**src/hdl/glev_pkg.sv**
```systemverilog
// glev_pkg: shared types, constants and saturation helpers for the
// gaussian likelihood evaluator. No dependencies.
package glev_pkg;

    localparam int MAX_DIMS    = 16;
    localparam int VALUE_WIDTH = 32;
    localparam int IDX_W       = 4;
    localparam int CNT_W       = 5;
    localparam int QF_W        = 48;
    localparam int ADDR_W      = 4;
    localparam int DATA_W      = 32;

    localparam logic [1:0] REG_DIMS  = 2'd0;
    localparam logic [1:0] REG_SCALE = 2'd1;
    localparam logic [1:0] REG_MINP  = 2'd2;

    localparam logic [1:0] MODE_MEAN   = 2'd0;
    localparam logic [1:0] MODE_COV    = 2'd1;
    localparam logic [1:0] MODE_SAMPLE = 2'd2;

    localparam logic [CNT_W-1:0] CNT_MAX = 5'd31;

    localparam logic [16:0] INV_2LN2_Q16 = 17'd47274;
    localparam logic [15:0] LN2_Q16      = 16'd45426;
    localparam logic [30:0] ONE_Q30      = 31'h4000_0000;
    localparam logic [2:0]  HORNER_TOP   = 3'd6;

    typedef enum logic [1:0] {
        KIND_MEAN,
        KIND_COV,
        KIND_SAMPLE
    } kind_t;

    typedef struct packed {
        kind_t                   kind;
        logic [IDX_W-1:0]        row;
        logic [IDX_W-1:0]        col;
        logic signed [VALUE_WIDTH-1:0] value;
        logic                    last;
    } item_t;

    typedef enum logic [1:0] {
        PH_DIAG,
        PH_UPPER,
        PH_LOWER
    } phase_t;

    typedef enum logic [3:0] {
        BK_IDLE,
        BK_DIFF,
        BK_RD,
        BK_MUL1,
        BK_MUL2,
        BK_ACC,
        BK_FIN,
        BK_EXP,
        BK_OUT
    } bk_state_t;

    typedef enum logic [3:0] {
        EX_IDLE,
        EX_T,
        EX_R,
        EX_H1,
        EX_H2,
        EX_H3,
        EX_MANT,
        EX_SH,
        EX_DONE
    } ex_state_t;

    function automatic logic signed [31:0] sat_s32(input logic signed [47:0] x);
        logic signed [47:0] hi;
        logic signed [47:0] lo;
        hi = 48'sh0000_7FFF_FFFF;
        lo = -48'sh0000_8000_0000;
        if (x > hi) begin
            return 32'sh7FFF_FFFF;
        end else if (x < lo) begin
            return -32'sh8000_0000;
        end
        return x[31:0];
    endfunction

    function automatic logic signed [47:0] sat_s48(input logic signed [48:0] x);
        logic signed [48:0] hi;
        logic signed [48:0] lo;
        hi = 49'sh0_7FFF_FFFF_FFFF;
        lo = -49'sh0_8000_0000_0000;
        if (x > hi) begin
            return 48'sh7FFF_FFFF_FFFF;
        end else if (x < lo) begin
            return -48'sh8000_0000_0000;
        end
        return x[47:0];
    endfunction

    // floor(2^32 / k) for the Horner divisors
    function automatic logic [32:0] recip(input logic [2:0] k);
        logic [32:0] m;
        m = '0;
        case (k)
            3'd1:    m = 33'h1_0000_0000;
            3'd2:    m = 33'h0_8000_0000;
            3'd3:    m = 33'd1431655765;
            3'd4:    m = 33'h0_4000_0000;
            3'd5:    m = 33'd858993459;
            3'd6:    m = 33'd715827882;
            default: m = '0;
        endcase
        return m;
    endfunction

endpackage

```
**src/hdl/glev_front.sv**
```systemverilog
// glev_front: accepts input transfers, classifies the mode, drops unknown modes and
// queues the other items for the back end. Depends on glev_pkg.
module glev_front import glev_pkg::*; (
    input  logic                          aclk,
    input  logic                          aresetn,
    input  logic                          s_valid,
    output logic                          s_ready,
    input  logic [1:0]                    s_mode,
    input  logic [IDX_W-1:0]              s_row,
    input  logic [IDX_W-1:0]              s_col,
    input  logic signed [VALUE_WIDTH-1:0] s_value,
    input  logic                          s_last,
    output logic                          q_valid,
    output item_t                         q_item,
    input  logic                          q_pop
);

    item_t      fifo_reg [2];
    logic       wr_ptr_reg, rd_ptr_reg;
    logic [1:0] cnt_reg;
    item_t      in_item;
    logic       keep;
    logic       push, pop;

    always_comb begin
        in_item.row   = s_row;
        in_item.col   = s_col;
        in_item.value = s_value;
        in_item.last  = s_last;
        in_item.kind  = KIND_SAMPLE;
        keep          = 1'b1;
        unique case (s_mode)
            MODE_MEAN:   in_item.kind = KIND_MEAN;
            MODE_COV:    in_item.kind = KIND_COV;
            MODE_SAMPLE: in_item.kind = KIND_SAMPLE;
            default:     keep = 1'b0;
        endcase
    end

    assign s_ready = (cnt_reg != 2'd2);
    assign q_valid = (cnt_reg != 2'd0);
    assign q_item  = fifo_reg[rd_ptr_reg];
    assign push    = s_valid && s_ready && keep;
    assign pop     = q_pop && q_valid;

    always_ff @(posedge aclk) begin
        if (push) begin
            fifo_reg[wr_ptr_reg] <= in_item;
        end
    end

    always_ff @(posedge aclk) begin
        if (!aresetn) begin
            wr_ptr_reg <= 1'b0;
            rd_ptr_reg <= 1'b0;
            cnt_reg    <= 2'd0;
        end else begin
            if (push) begin
                wr_ptr_reg <= ~wr_ptr_reg;
            end
            if (pop) begin
                rd_ptr_reg <= ~rd_ptr_reg;
            end
            cnt_reg <= cnt_reg + 2'(push) - 2'(pop);
        end
    end

endmodule

```
**config.mk**
```make
export PLATFORM = sky130hd
export DESIGN_NAME = glev_front
export DESIGN_NICKNAME = d
export VERILOG_FILES = /design/src/hdl/glev_pkg.sv /design/src/hdl/glev_front.sv
export SDC_FILE = /design/constraint.sdc
export NUM_CORES = 1
export LEC_CHECK = 0
export BUFFER_PORTS_ARGS = -buffer_cell sky130_fd_sc_hd__buf_2
export CAP_MARGIN = 15
export CORE_MARGIN = 4
export CORE_UTILIZATION = 55
export CTS_CLUSTER_DIAMETER = 50
export DETAILED_ROUTE_END_ITERATION = 16
export PLACE_DENSITY_LB_ADDON = 0.3
export SLEW_MARGIN = 25
export SYNTH_ARGS = -nofsm -noshare
export SYNTH_HDL_FRONTEND = slang
export SYNTH_SLANG_ARGS = --single-unit
```
**constraint.sdc**
```tcl
create_clock -name aclk -period 6.8 [get_ports aclk]
set_input_delay 0.34 -clock aclk [delete_from_list [all_inputs] [get_ports aclk]]
set_output_delay 0.34 -clock aclk [all_outputs]
set_load 0.02 [all_outputs]
```
* After elaboration in Yosys (flattened, before gate mapping)
Memories as Yosys holds them, arrays and structs flattened. A register that Yosys moved wholly into a read port is not among the register bits.
Index checks and enable logic that the tools add are counted.
** Cells by class
- Add/subtract/negate cells :: 2
- Equal/unequal tests :: 3
- Muxes and demuxes :: 6
- Bitwise operators :: 2
- Reduce and logical (&&, ||, !) cells :: 6
** Operators by type and width (count)
- 1-bit 2-to-1 mux :: 5
- 2-bit case mux with 2 select lines :: 1
- 1-bit logical AND :: 3
- 3-bit OR reduction :: 1
- 2-bit by 1-bit adder with 2-bit output :: 1
- 2-bit by 1-bit == test with 1-bit output, second input constant :: 1
- 2-bit == test, second input constant :: 1
- 2-bit logical NOT :: 1
- 2-bit inequality test, second input constant :: 1
- 1-bit NOT :: 2
- 2-bit nonzero test :: 1
- 2-bit by 1-bit subtractor with 2-bit output :: 1
** Word-level totals
- Register bits after elaboration :: 4
- Bits in writable memories :: 86
- Output and inout port bits :: 45
- Logic and storage cells :: 23
- Memories kept :: 1
** Memory list
- fifo_reg :: words 2, width 43, rd ports 1, clocked after memory_dff 1, wr ports 1, line glev_front.sv:18 : item_t fifo_reg [2];

* Longest topological paths before layout
Gate-level depths: netlist (run 1).
- Depth in word-level cells :: 6
- Depth in mapped cells :: 7
- Depth with buffers taken out :: 7

* Least setup slack after synthesis (run 1)
No wires, ideal clock.
- Kind :: flip-flop to flip-flop
- From :: register cnt_reg[0]
- To :: memory fifo_reg[0][0] in the netlist's numbering (enable)
- Setup time :: 443 ps
- Arrival time :: 2601 ps
- Slack :: 3756 ps
- Cell stages (with the launch flop) :: 4
- Clock period less this slack :: 3044 ps
- Cells stage by stage :: dfxtp_1 -> nand2b_1 -> nand2_1 -> nor2_1
** Between the ends
- Longest elaborated chain between the ends :: 5
** Ends and longest elaborated chain
- start, declared :: line glev_front.sv:20 : logic [1:0] cnt_reg;
- start signal, assigned :: line glev_front.sv:64 : cnt_reg <= cnt_reg + 2'(push) - 2'(pop);
- 2-bit inequality test :: line glev_front.sv:40 : assign s_ready = (cnt_reg != 2'd2);
- via s_ready :: line glev_front.sv:7 : output logic s_ready,
- 1-bit logical AND (2 in a row) :: line glev_front.sv:43 : assign push = s_valid && s_ready && keep;
- 1-bit 2-to-1 mux :: line glev_front.sv:47 : if (push) begin
- 1-bit 2-to-1 mux (implied by the code) :: line glev_front.sv:48 : fifo_reg[wr_ptr_reg] <= in_item;
- end, declared :: line glev_front.sv:18
The timed path passes the listed nets, and every way through them passes these cells.

* Final worst setup path (run 1)
- From :: register cnt_reg[0]
- To :: memory fifo_reg[0][22] in the netlist's numbering (enable)
** Between the ends
- Longest elaborated chain between the ends :: 5
** Ends and longest elaborated chain (line)
- 2-bit inequality test :: glev_front.sv:40
- 1-bit logical AND (2 in a row) :: glev_front.sv:43
- 1-bit 2-to-1 mux :: glev_front.sv:47
- 1-bit 2-to-1 mux (implied by the code) :: glev_front.sv:48
No other way between the ends.

==> metrics.yaml, run 1 <==
status: "complete, no violations"
clk_latency_ps: 340
met3_usage_pct: 4.94
syn_area_per_cell_um2: 20.2
max_stage_delay_ps: 510
relSlewSlack_pct: 58.7
synth-seq-cells: 91
post-place-ws_ps: 4660
p_clk_share_pct: 29.6
final_cells: 344
synth.top_cell.area_share_pct: 76.4
chipWidth_um: 86.4
cp_top_family: "simple AND/OR/NAND/NOR gates"
worstSetupStartpointType: "flip-flop"
antenna_found_initial: 0
grt_use_met1_pct: 17.6
yosysWarnings: 0
worstMarginPinSlew_ps: 618
num_vias: 1736
drive_gt1_share_pct: 41.6
fp.coreArea_um2: 5960
syn_to_final_growth_pct: 22.9
whs_ps: 186
cts_resized: 0
crit_path_end_kind: "flip-flop"
clockRootBuffer: "clkbuf_8"
maxCapViolations: 0
groute.usage.overall_pct: 15.4
cp.arrival_ps: 2010
final_core_util_pct: 69.8
antenna_cells: 0
synth.top_cells.by_area: "edfxtp_1 (76%), mux2_1 (14%), dfxtp_1 (3.0%)"
holdBufCountCts: 0
dr.pass1.iters: 4
timing.final.crit_period_ps: 2000
fp.dieH_um: 86.4
leakage_nw: 1.56
synth_top_area_cell: "edfxtp_1"
largest_reg_flops: 86
final_nets: 312
switchingPower_mw: 0.378
first_global_vias: 1820
worstSetupPathType: "flip-flop to flip-flop"
io_pins: 92
hold_viol: 0
place.gp.congestion: 0.708
place_area_um2: 3910
drc: 0
internal_power_mw: 1.03
vias_per_cell: 5.05
dieArea_um2: 7460
port_buffers: 91
fin_setup_tns_ps: 0
cts_tree: "yes"
final_common_cell: "buf_2"
fin_area_um2: 4160
powerDensity_nw_per_um2: 339
drv_slew: 0
clk_pin_slew_ps: 80
cp_max_fo: 23
required_ps: 6810
grt.met2_usage_pct: 27.3
final_cell_mix: "buf_2 (91), edfxtp_1 (86), mux2_1 (43)"
cts_buffers: 9
grt_overflow: 0
start_util_pct: 56.8
seq_power_share_pct: 50.9
grt_first_pass_wirelength_um: 8610
grt_start_max_net_pins: 44
crit_chain: "nand2b_1 -> nand2_1 -> nor2_4 -> buf_4"
drt_iter0_drc: 78
cts_num_sinks: 91
ys_types: 23
hpwl_um: 3650
ir_worst_vdd_mv: 0.187
setup_viol: 0
rows: 28
synth-seq-area-share_pct: 79.3
clock.fmax_mhz: 501
min_period_over_period_pct: 29.3
min_path_type: "input pin to flip-flop"
syn-cell-area_um2: 3380
dp_cells: 328
power_frac_comb_pct: 19.5
syn_nets: 215
detail_route.wl_per_cell_um: 15.6
ant_nets: 0
finalWorstSetupSlack_ps: 4800
synthCells: 167
grt-busiest-layer: "met2"
fin_total_pwr_mw: 1.41
fin_worst_skew_ps: 7.54
wirelength_um: 5370
p_sw_share_pct: 26.8
clockBufferDepth: 2
cts_setup_buffers: 0
critical_path.slowest_cell: "nor2_4"
h-tree-depth: 3
grt_setup_unrepaired: "no"
critPathBufInv: 1
-- worst reg2reg max path: cells and delay by family, from the launching register on --
family	cells	cell delay [ps]
buf+inv	1	420
flops	1	430
simple gates	3	820
-- kinds of logic after synthesis --
family	Yosys count	synth area share, %
DFF	91	79.3
and+or+nand+nor	18	3.00
buffers and inverters	6	1.15
muxes	44	14.6
adders and majority gates	1	0.370
xor gates and xnor gates	2	0.518
AOI/OAI and AO/OA	5	0.999
-- power groups by stage --
stage               registers [mW]  logic (mW)  clock network (mW)
finish                       0.717       0.274               0.417
global route                 0.725       0.298               0.454
CTS                          0.719       0.279               0.427
detailed placement           0.731       0.278                   0
global placement             0.728       0.276                   0
floorplan                    0.699       0.213                   0
-- layer usage --
layer | wire [um] | vias to the layer above
li1 | - | 841
met1 | 2100 | 844
met2 | 2910 | 46
met4 | 54 | 0
met3 | 307 | 5
met5 | 0 | -
-- final timing paths --
check | to | slack, ps | cells after the start | startpoint
worst max-delay path | fifo_reg[0][22]$_DFFE_PP_ | 4800 | 4 | cnt_reg[0]$_SDFF_PN0_
worst min register to register | flip-flop | 600 | 2 | rd_ptr_reg$_SDFFE_PN0P_
worst min-delay path | fifo_reg[1][0]$_DFFE_PP_ | 190 | 1 | s_last
worst max register to register | fifo_reg[0][22]$_DFFE_PP_ | 4800 | 4 | cnt_reg[0]$_SDFF_PN0_
-- cells in the mapped netlist, drive strengths merged --
library cell and count:
mux2i 1, a21oi 2, edfxtp 86, ha 1, o21ai 1, and3 1
nand2 4, and2b 1, or2 1, dfxtp 5, buf 5, xnor2 2
and2 4, nor3 1, nand3 1, nand2b 2, a21boi 1, clkbuf 1
mux2 43, nor2b 1, a211oi 1, nor2 2
-- final cells by class --
class                   instances  area (um2)
repair buffers                 92         463
multi-input cells              70         672
fillers                       409        1800
flip-flops and latches         91        2690
well taps                      75        93.8
clock inverters                 7         116
clock buffers                   9         124
Note: power is estimated with default switching activity, not from simulation.
==> run 2: changes to the inputs <==
--- a/config.mk
+++ b/config.mk
@@ -8,7 +8,7 @@
 export BUFFER_PORTS_ARGS = -buffer_cell sky130_fd_sc_hd__buf_2
 export CAP_MARGIN = 15
 export CORE_MARGIN = 4
-export CORE_UTILIZATION = 55
+export CORE_UTILIZATION = 46
 export CTS_CLUSTER_DIAMETER = 50
 export DETAILED_ROUTE_END_ITERATION = 16
 export PLACE_DENSITY_LB_ADDON = 0.3
==> constraint.sdc (replaced) <==
create_clock -name aclk -period 1.8 [get_ports aclk]
set_input_delay 0.09 -clock aclk [delete_from_list [all_inputs] [get_ports aclk]]
set_output_delay 0.09 -clock aclk [all_outputs]
set_load 0.02 [all_outputs]
==> run 2 against run 1 <==
Net effect: combinational power rose to 4.6 times the previous value; via count rose by 9.5%; sequential power rose to 3.6 times the previous value; cell count rose by 20%; worst hold slack got worse by 160 ps; clock-buffer cell count did not move; core utilization fell by 3.3 points; critical path depth fell by 1; critical path type is now flip-flop to output port; critical endpoint is now q_item[3]; highest routed layer unchanged.
==> metrics.yaml, run 2 (synthesis results as in run 1) <==
worstSetupPathType: "flip-flop to output port"
maxUsedRoutingLayer: "met4"
port_buffers: 91  # unchanged
first_global_vias: 2067  # +14%
clockBufferDepth: 2  # unchanged
hpwl_um: 3800  # +4.2%
clockRootBuffer: "clkbuf_8"
nFillCells: 500  # +22%
crit_path_end_kind: "output port"
setup_viol: 0  # unchanged
p_clk_share_pct: 27.2  # -2.4 points
internal_power_mw: 3.85  # +270%
syn_to_final_growth_pct: 37.3
cts_buffers: 9  # unchanged
seq_power_share_pct: 49.0  # -1.9 points
worstSetupStartpointType: "flip-flop"
power_frac_comb_pct: 23.8  # +4.3 points
route.met3.wl_um: 274  # -11%
post-place-ws_ps: 342  # -4310 ps
final_common_cell: "buf_2"
antenna_found_initial: 0  # unchanged
h-tree-depth: 3  # unchanged
drt-met1-wl_um: 2570  # +22%
fp.dieH_um: 93.7  # +8.5%
ant_nets: 0  # unchanged
dp_cells: 354  # +7.9%
grt_setup_unrepaired: "no"
powerDensity_nw_per_um2: 1150  # +240%
largest_reg_flops: 86  # unchanged
clk_pin_slew_ps: 80  # about the same
chipWidth_um: 93.7  # +8.5%
fp.coreArea_um2: 6980  # +17%
worstMarginPinSlew_ps: 352  # -266 ps
final_cells: 412  # +20%
min_path_type: "input pin to flip-flop"
p_sw_share_pct: 27.7  # +0.82 points
cts_setup_buffers: 0  # unchanged
vias_per_cell: 4.61  # -8.6%
grt_start_max_net_pins: 28  # -36%
drc: 0  # unchanged
cp_max_fo: 25  # +8.7%
maxCapViolations: 0  # unchanged
clk_latency_ps: 340  # about the same
hold_path.startpoint: "aresetn"
cts_num_sinks: 91  # unchanged
finalWorstSetupSlack_ps: 167  # -4640 ps
relSlewSlack_pct: 76.5  # +18 points
ir_worst_vdd_mv: 0.713  # +280%
final_nets: 359  # +15%
timing.final.crit_period_ps: 1630
drv_slew: 0  # unchanged
num_vias: 1901  # +9.5%
r2r_start: "cnt_reg[1]$_SDFF_PN0_"
antenna_cells: 0  # unchanged
grt_first_pass_wirelength_um: 10000  # +17%
fin_worst_skew_ps: 4.55  # -2.99 ps
cts_tree: "yes"
wirelength_um: 6080  # +13%
switchingPower_mw: 1.47  # +290%
dieArea_um2: 8790  # +18%
drive_gt1_share_pct: 37.3  # -4.3 points
drt_iter0_drc: 51  # -35%
cp.arrival_ps: 1540  # -470 ps
wl_met2_um: 3140  # +8.1%
start_util_pct: 48.4  # -8.3 points
clock.fmax_mhz: 613
rows: 30  # +7.1%
groute.usage.overall_pct: 15.1  # -0.29 points
fin_setup_tns_ps: 0  # unchanged
min_period_over_period_pct: 90.7
hold_viol: 0  # unchanged
leakage_nw: 1.77  # +13%
io_pins: 92  # unchanged
final_cell_mix: "buf_2 (91), edfxtp_1 (86), mux2_1 (43)"
dr.pass1.iters: 4  # unchanged
required_ps: 1710  # -5100 ps
status: "complete, no violations"
place.gp.congestion: 0.731  # +3.3%
grt_overflow: 0  # unchanged
detail_route.wl_per_cell_um: 14.8  # -5.5%
==> run 2: cell types whose count changed in the layout (fill, tap and decap cells not counted), sizes merged <==
cell and delta:
inv +1, bufinv -1, dlygate4sd3 +42, buf +5
==> run 2: area by class of cell <==
type	count	area, um2	area share, %
Sequential cell	91	2680	57.8
Timing Repair Buffer	139	946	20.4
Multi-Input combinational cell	70	676	14.6
Clock inverter	7	91.3	1.97
Tap cell	96	120	2.59
Clock buffer	9	124	2.67
==> run 2: per-layer routing <==
layer  global-route usage [%]  up-vias
met3                     3.04        9
li1                         -      932
met4                     6.50        0
met5                        0        -
met1                     19.0      915
met2                     25.4       45
==> run 2: power groups by stage <==
| stage | registers, mW | clock network, mW | logic (mW) |
|---|---|---|---|
| floorplan | 2.64 | 0 | 0.818 |
| global placement | 2.65 | 0 | 1.21 |
| detailed placement | 2.66 | 0 | 1.21 |
| CTS | 2.61 | 1.49 | 1.29 |
| global route | 2.63 | 1.59 | 1.39 |
| finish | 2.61 | 1.45 | 1.27 |
==> run 2: repair_timing <==
action	4_1_cts	5_1_grt
resized for setup	0	0
hold endpoints to repair	84	0
hold buffers	42	0
==> run 2: worst paths after layout <==
check / to / slack (ps) / cells past startpoint
max reg2reg: cnt_reg[0]$_SDFF_PN0_ / 320 / 5
min: wr_ptr_reg$_SDFFE_PN0P_ / 30 / 2
max: q_item[3] / 170 / 3
min reg2reg: flip-flop / 580 / 2
==> run 2: stage by stage <==
| step | power, mW | instance area (um2) | util, % | hold WS, ps |
|---|---|---|---|---|
| global placement | 3.86 | 4010 | 57.4 | 278 |
| finish | 5.32 | 4640 | 66.5 | 31.1 |
| global route | 5.61 | 4640 | 66.5 | 50.4 |
| floorplan | 3.46 | 3400 | - | 189 |
| CTS | 5.39 | 4640 | 66.5 | 22.4 |
| detailed placement | 3.87 | 4010 | 57.4 | 281 |
==> run 2: critical path, cell delays in order, from the launching register on <==
cell and delay [ps]:
dfxtp_2 330, buf_4 330, mux2_1 380, buf_2 170
==> run 3: changes to the inputs <==
--- a/config.mk
+++ b/config.mk
@@ -7,6 +7,7 @@
 export LEC_CHECK = 0
 export BUFFER_PORTS_ARGS = -buffer_cell sky130_fd_sc_hd__buf_2
 export CAP_MARGIN = 15
+export CORE_ASPECT_RATIO = 0.75
 export CORE_MARGIN = 4
 export CORE_UTILIZATION = 46
 export CTS_CLUSTER_DIAMETER = 50
==> run 3 against run 2 <==
Net effect: largest power group unchanged; sequential power is essentially flat; highest routed layer unchanged; worst setup slack gained 14 ps; die area grew 0.16%; critical path depth grew 3; critical path type is now input pin to flip-flop; clock skew grew 4.8 ps; largest cell class unchanged; cell count grew 0.24%; non-clock buffer count shrank 1; routed wire length grew 2.5%; core utilization is essentially flat; clock power shrank 9.7%; combinational power is essentially flat.
==> metrics.yaml, run 3 (synthesis results as in run 1) <==
hold_path.startpoint: "aresetn"
multi_input_area_um2: 676  # unchanged
fin_area_um2: 4630  # -0.32%
worstMarginPinSlew_ps: 292  # -59.5 ps
grt_start_max_net_pins: 44  # +57%
antenna_found_initial: 0  # unchanged
vias_per_cell: 4.67  # +1.3%
dieArea_um2: 8800  # +0.16%
required_ps: 1830  # +120 ps
num_vias: 1930  # +1.5%
final_common_cell: "buf_2"
first_global_vias: 2030  # -1.8%
ir_worst_vdd_mv: 0.617  # -13%
cts_buffers: 9  # unchanged
final_cells: 413  # +0.24%
r2r_start: "cnt_reg[1]$_SDFF_PN0_"
detail_route.wl_per_cell_um: 15.1  # +2.3%
groute.usage.overall_pct: 14.9  # -0.21 points
clockRootBuffer: "clkbuf_8"
fin_total_pwr_mw: 5.21  # -2.1%
drt_iter0_drc: 50  # -2.0%
clockBufferDepth: 2  # unchanged
drive_gt1_share_pct: 36.8  # -0.52 points
final_cell_mix: "buf_2 (91), edfxtp_1 (86), mux2_1 (43)"
rows: 26  # -13%
h-tree-depth: 3  # unchanged
cts_num_sinks: 91  # unchanged
fin_setup_tns_ps: 0  # unchanged
timing.final.crit_period_ps: 1620  # -14.3 ps
worstSetupStartpointType: "input pin"
largest_reg_flops: 86  # unchanged
powerDensity_nw_per_um2: 1130  # -1.8%
crit_path_end_kind: "flip-flop"
chipWidth_um: 107  # +14%
maxCapViolations: 0  # unchanged
ant_nets: 0  # unchanged
crit_start: "s_mode[1]"
cts_resized: 0  # unchanged
r2r_slack_ps: 270  # -50 ps
place_area_um2: 4010  # +0.19%
min_period_over_period_pct: 89.9  # -0.80 points
wirelength_um: 6230  # +2.5%
fin_worst_skew_ps: 9.33  # +4.78 ps
setup_viol: 0  # unchanged
clk_latency_ps: 340  # about the same
dp_cells: 355  # +0.28%
clk_pin_slew_ps: 90  # about the same
start_util_pct: 48.6  # +0.14 points
worstSetupPathType: "input pin to flip-flop"
cp.arrival_ps: 1650  # +110 ps
dr.pass1.iters: 4  # unchanged
min_path_type: "input pin to flip-flop"
hpwl_um: 3880  # +2.0%
relSlewSlack_pct: 80.5  # +4.0 points
hold_viol: 0  # unchanged
grt_first_pass_wirelength_um: 9740  # -3.0%
cts_tree: "yes"
rr_worst_depth: 6  # +1
r2r-end: "cnt_reg[1]$_SDFF_PN0_"
io_pins: 92  # unchanged
crit_end: "fifo_reg[0][33]$_DFFE_PP_"
antenna_cells: 0  # unchanged
status: "complete, no violations"
cp_max_fo: 18  # -28%
port_buffers: 91  # unchanged
hold-path-cell-count: 2  # unchanged
drv_slew: 0  # unchanged
clock.fmax_mhz: 618  # +0.89%
syn_to_final_growth_pct: 36.8
whs_ps: 28.1  # -2.96 ps
final_nets: 358  # -0.28%
grt_setup_unrepaired: "no"
place.gp.congestion: 0.717  # -1.9%
drc: 0  # unchanged
fp.coreArea_um2: 6960  # -0.29%
leakage_nw: 1.74  # -1.5%
nFillCells: 525  # +5.0%
grt_overflow: 0  # unchanged
fp.dieH_um: 82.2  # -12%
final-seq-area_um2: 2680  # unchanged
## run 3: worst min-delay path by stage
| stage | slack [ps] | endpoint |
|---|---|---|
| floorplan | 190 | fifo_reg[0][0]$_DFFE_PP_ |
| global placement | 280 | fifo_reg[1][1]$_DFFE_PP_ |
| detailed placement | 280 | fifo_reg[0][25]$_DFFE_PP_ |
| CTS | 20 | flip-flop |
| global route | 20 | wr_ptr_reg$_SDFFE_PN0P_ |
| finish | 30 | flip-flop |
## run 3: what timing repair did
item / in CTS / in global routing
hold buffers: 42 / 0
hold endpoints to repair: 84 / 0
buffers inserted: 0 / 0
## run 3: routing by layer
metal / vias up / wire length, um / global-route usage, %
met5: - / 0 / 0
met4: 0 / 57 / 5.36
met3: 6 / 379 / 5.21
met2: 61 / 3050 / 24.9
met1: 932 / 2750 / 18.3
li1: 931 / - / -
## run 3: report_power, final
group	switching (mW)	internal [mW]
logic	0.756	0.538
clock network	0.670	0.642
registers	0.0628	2.54
## run 3: cell type report
class / instances / area share, %
timing repair buffer: 138 / 20.6
multi-input combinational: 70 / 14.6
clock buffer: 10 / 2.76
tap: 98 / 2.65
sequential: 91 / 58.0
clock inverter: 6 / 1.41
## run 3: through the flow
step                      util, %  worst slack (ps)
after floorplan                 -              14.3
after global placement       57.6               349
after detailed placement     57.6               286
after CTS                    66.4               176
after global routing         66.4              64.9
final                        66.4               182
## run 3: worst max-delay path, stage by stage
cell           delay (ps)
dlygate4sd3_1         530
buf_2                 150
a21boi_2              260
nand2_1               170
nor2_4                170
buf_4                 280
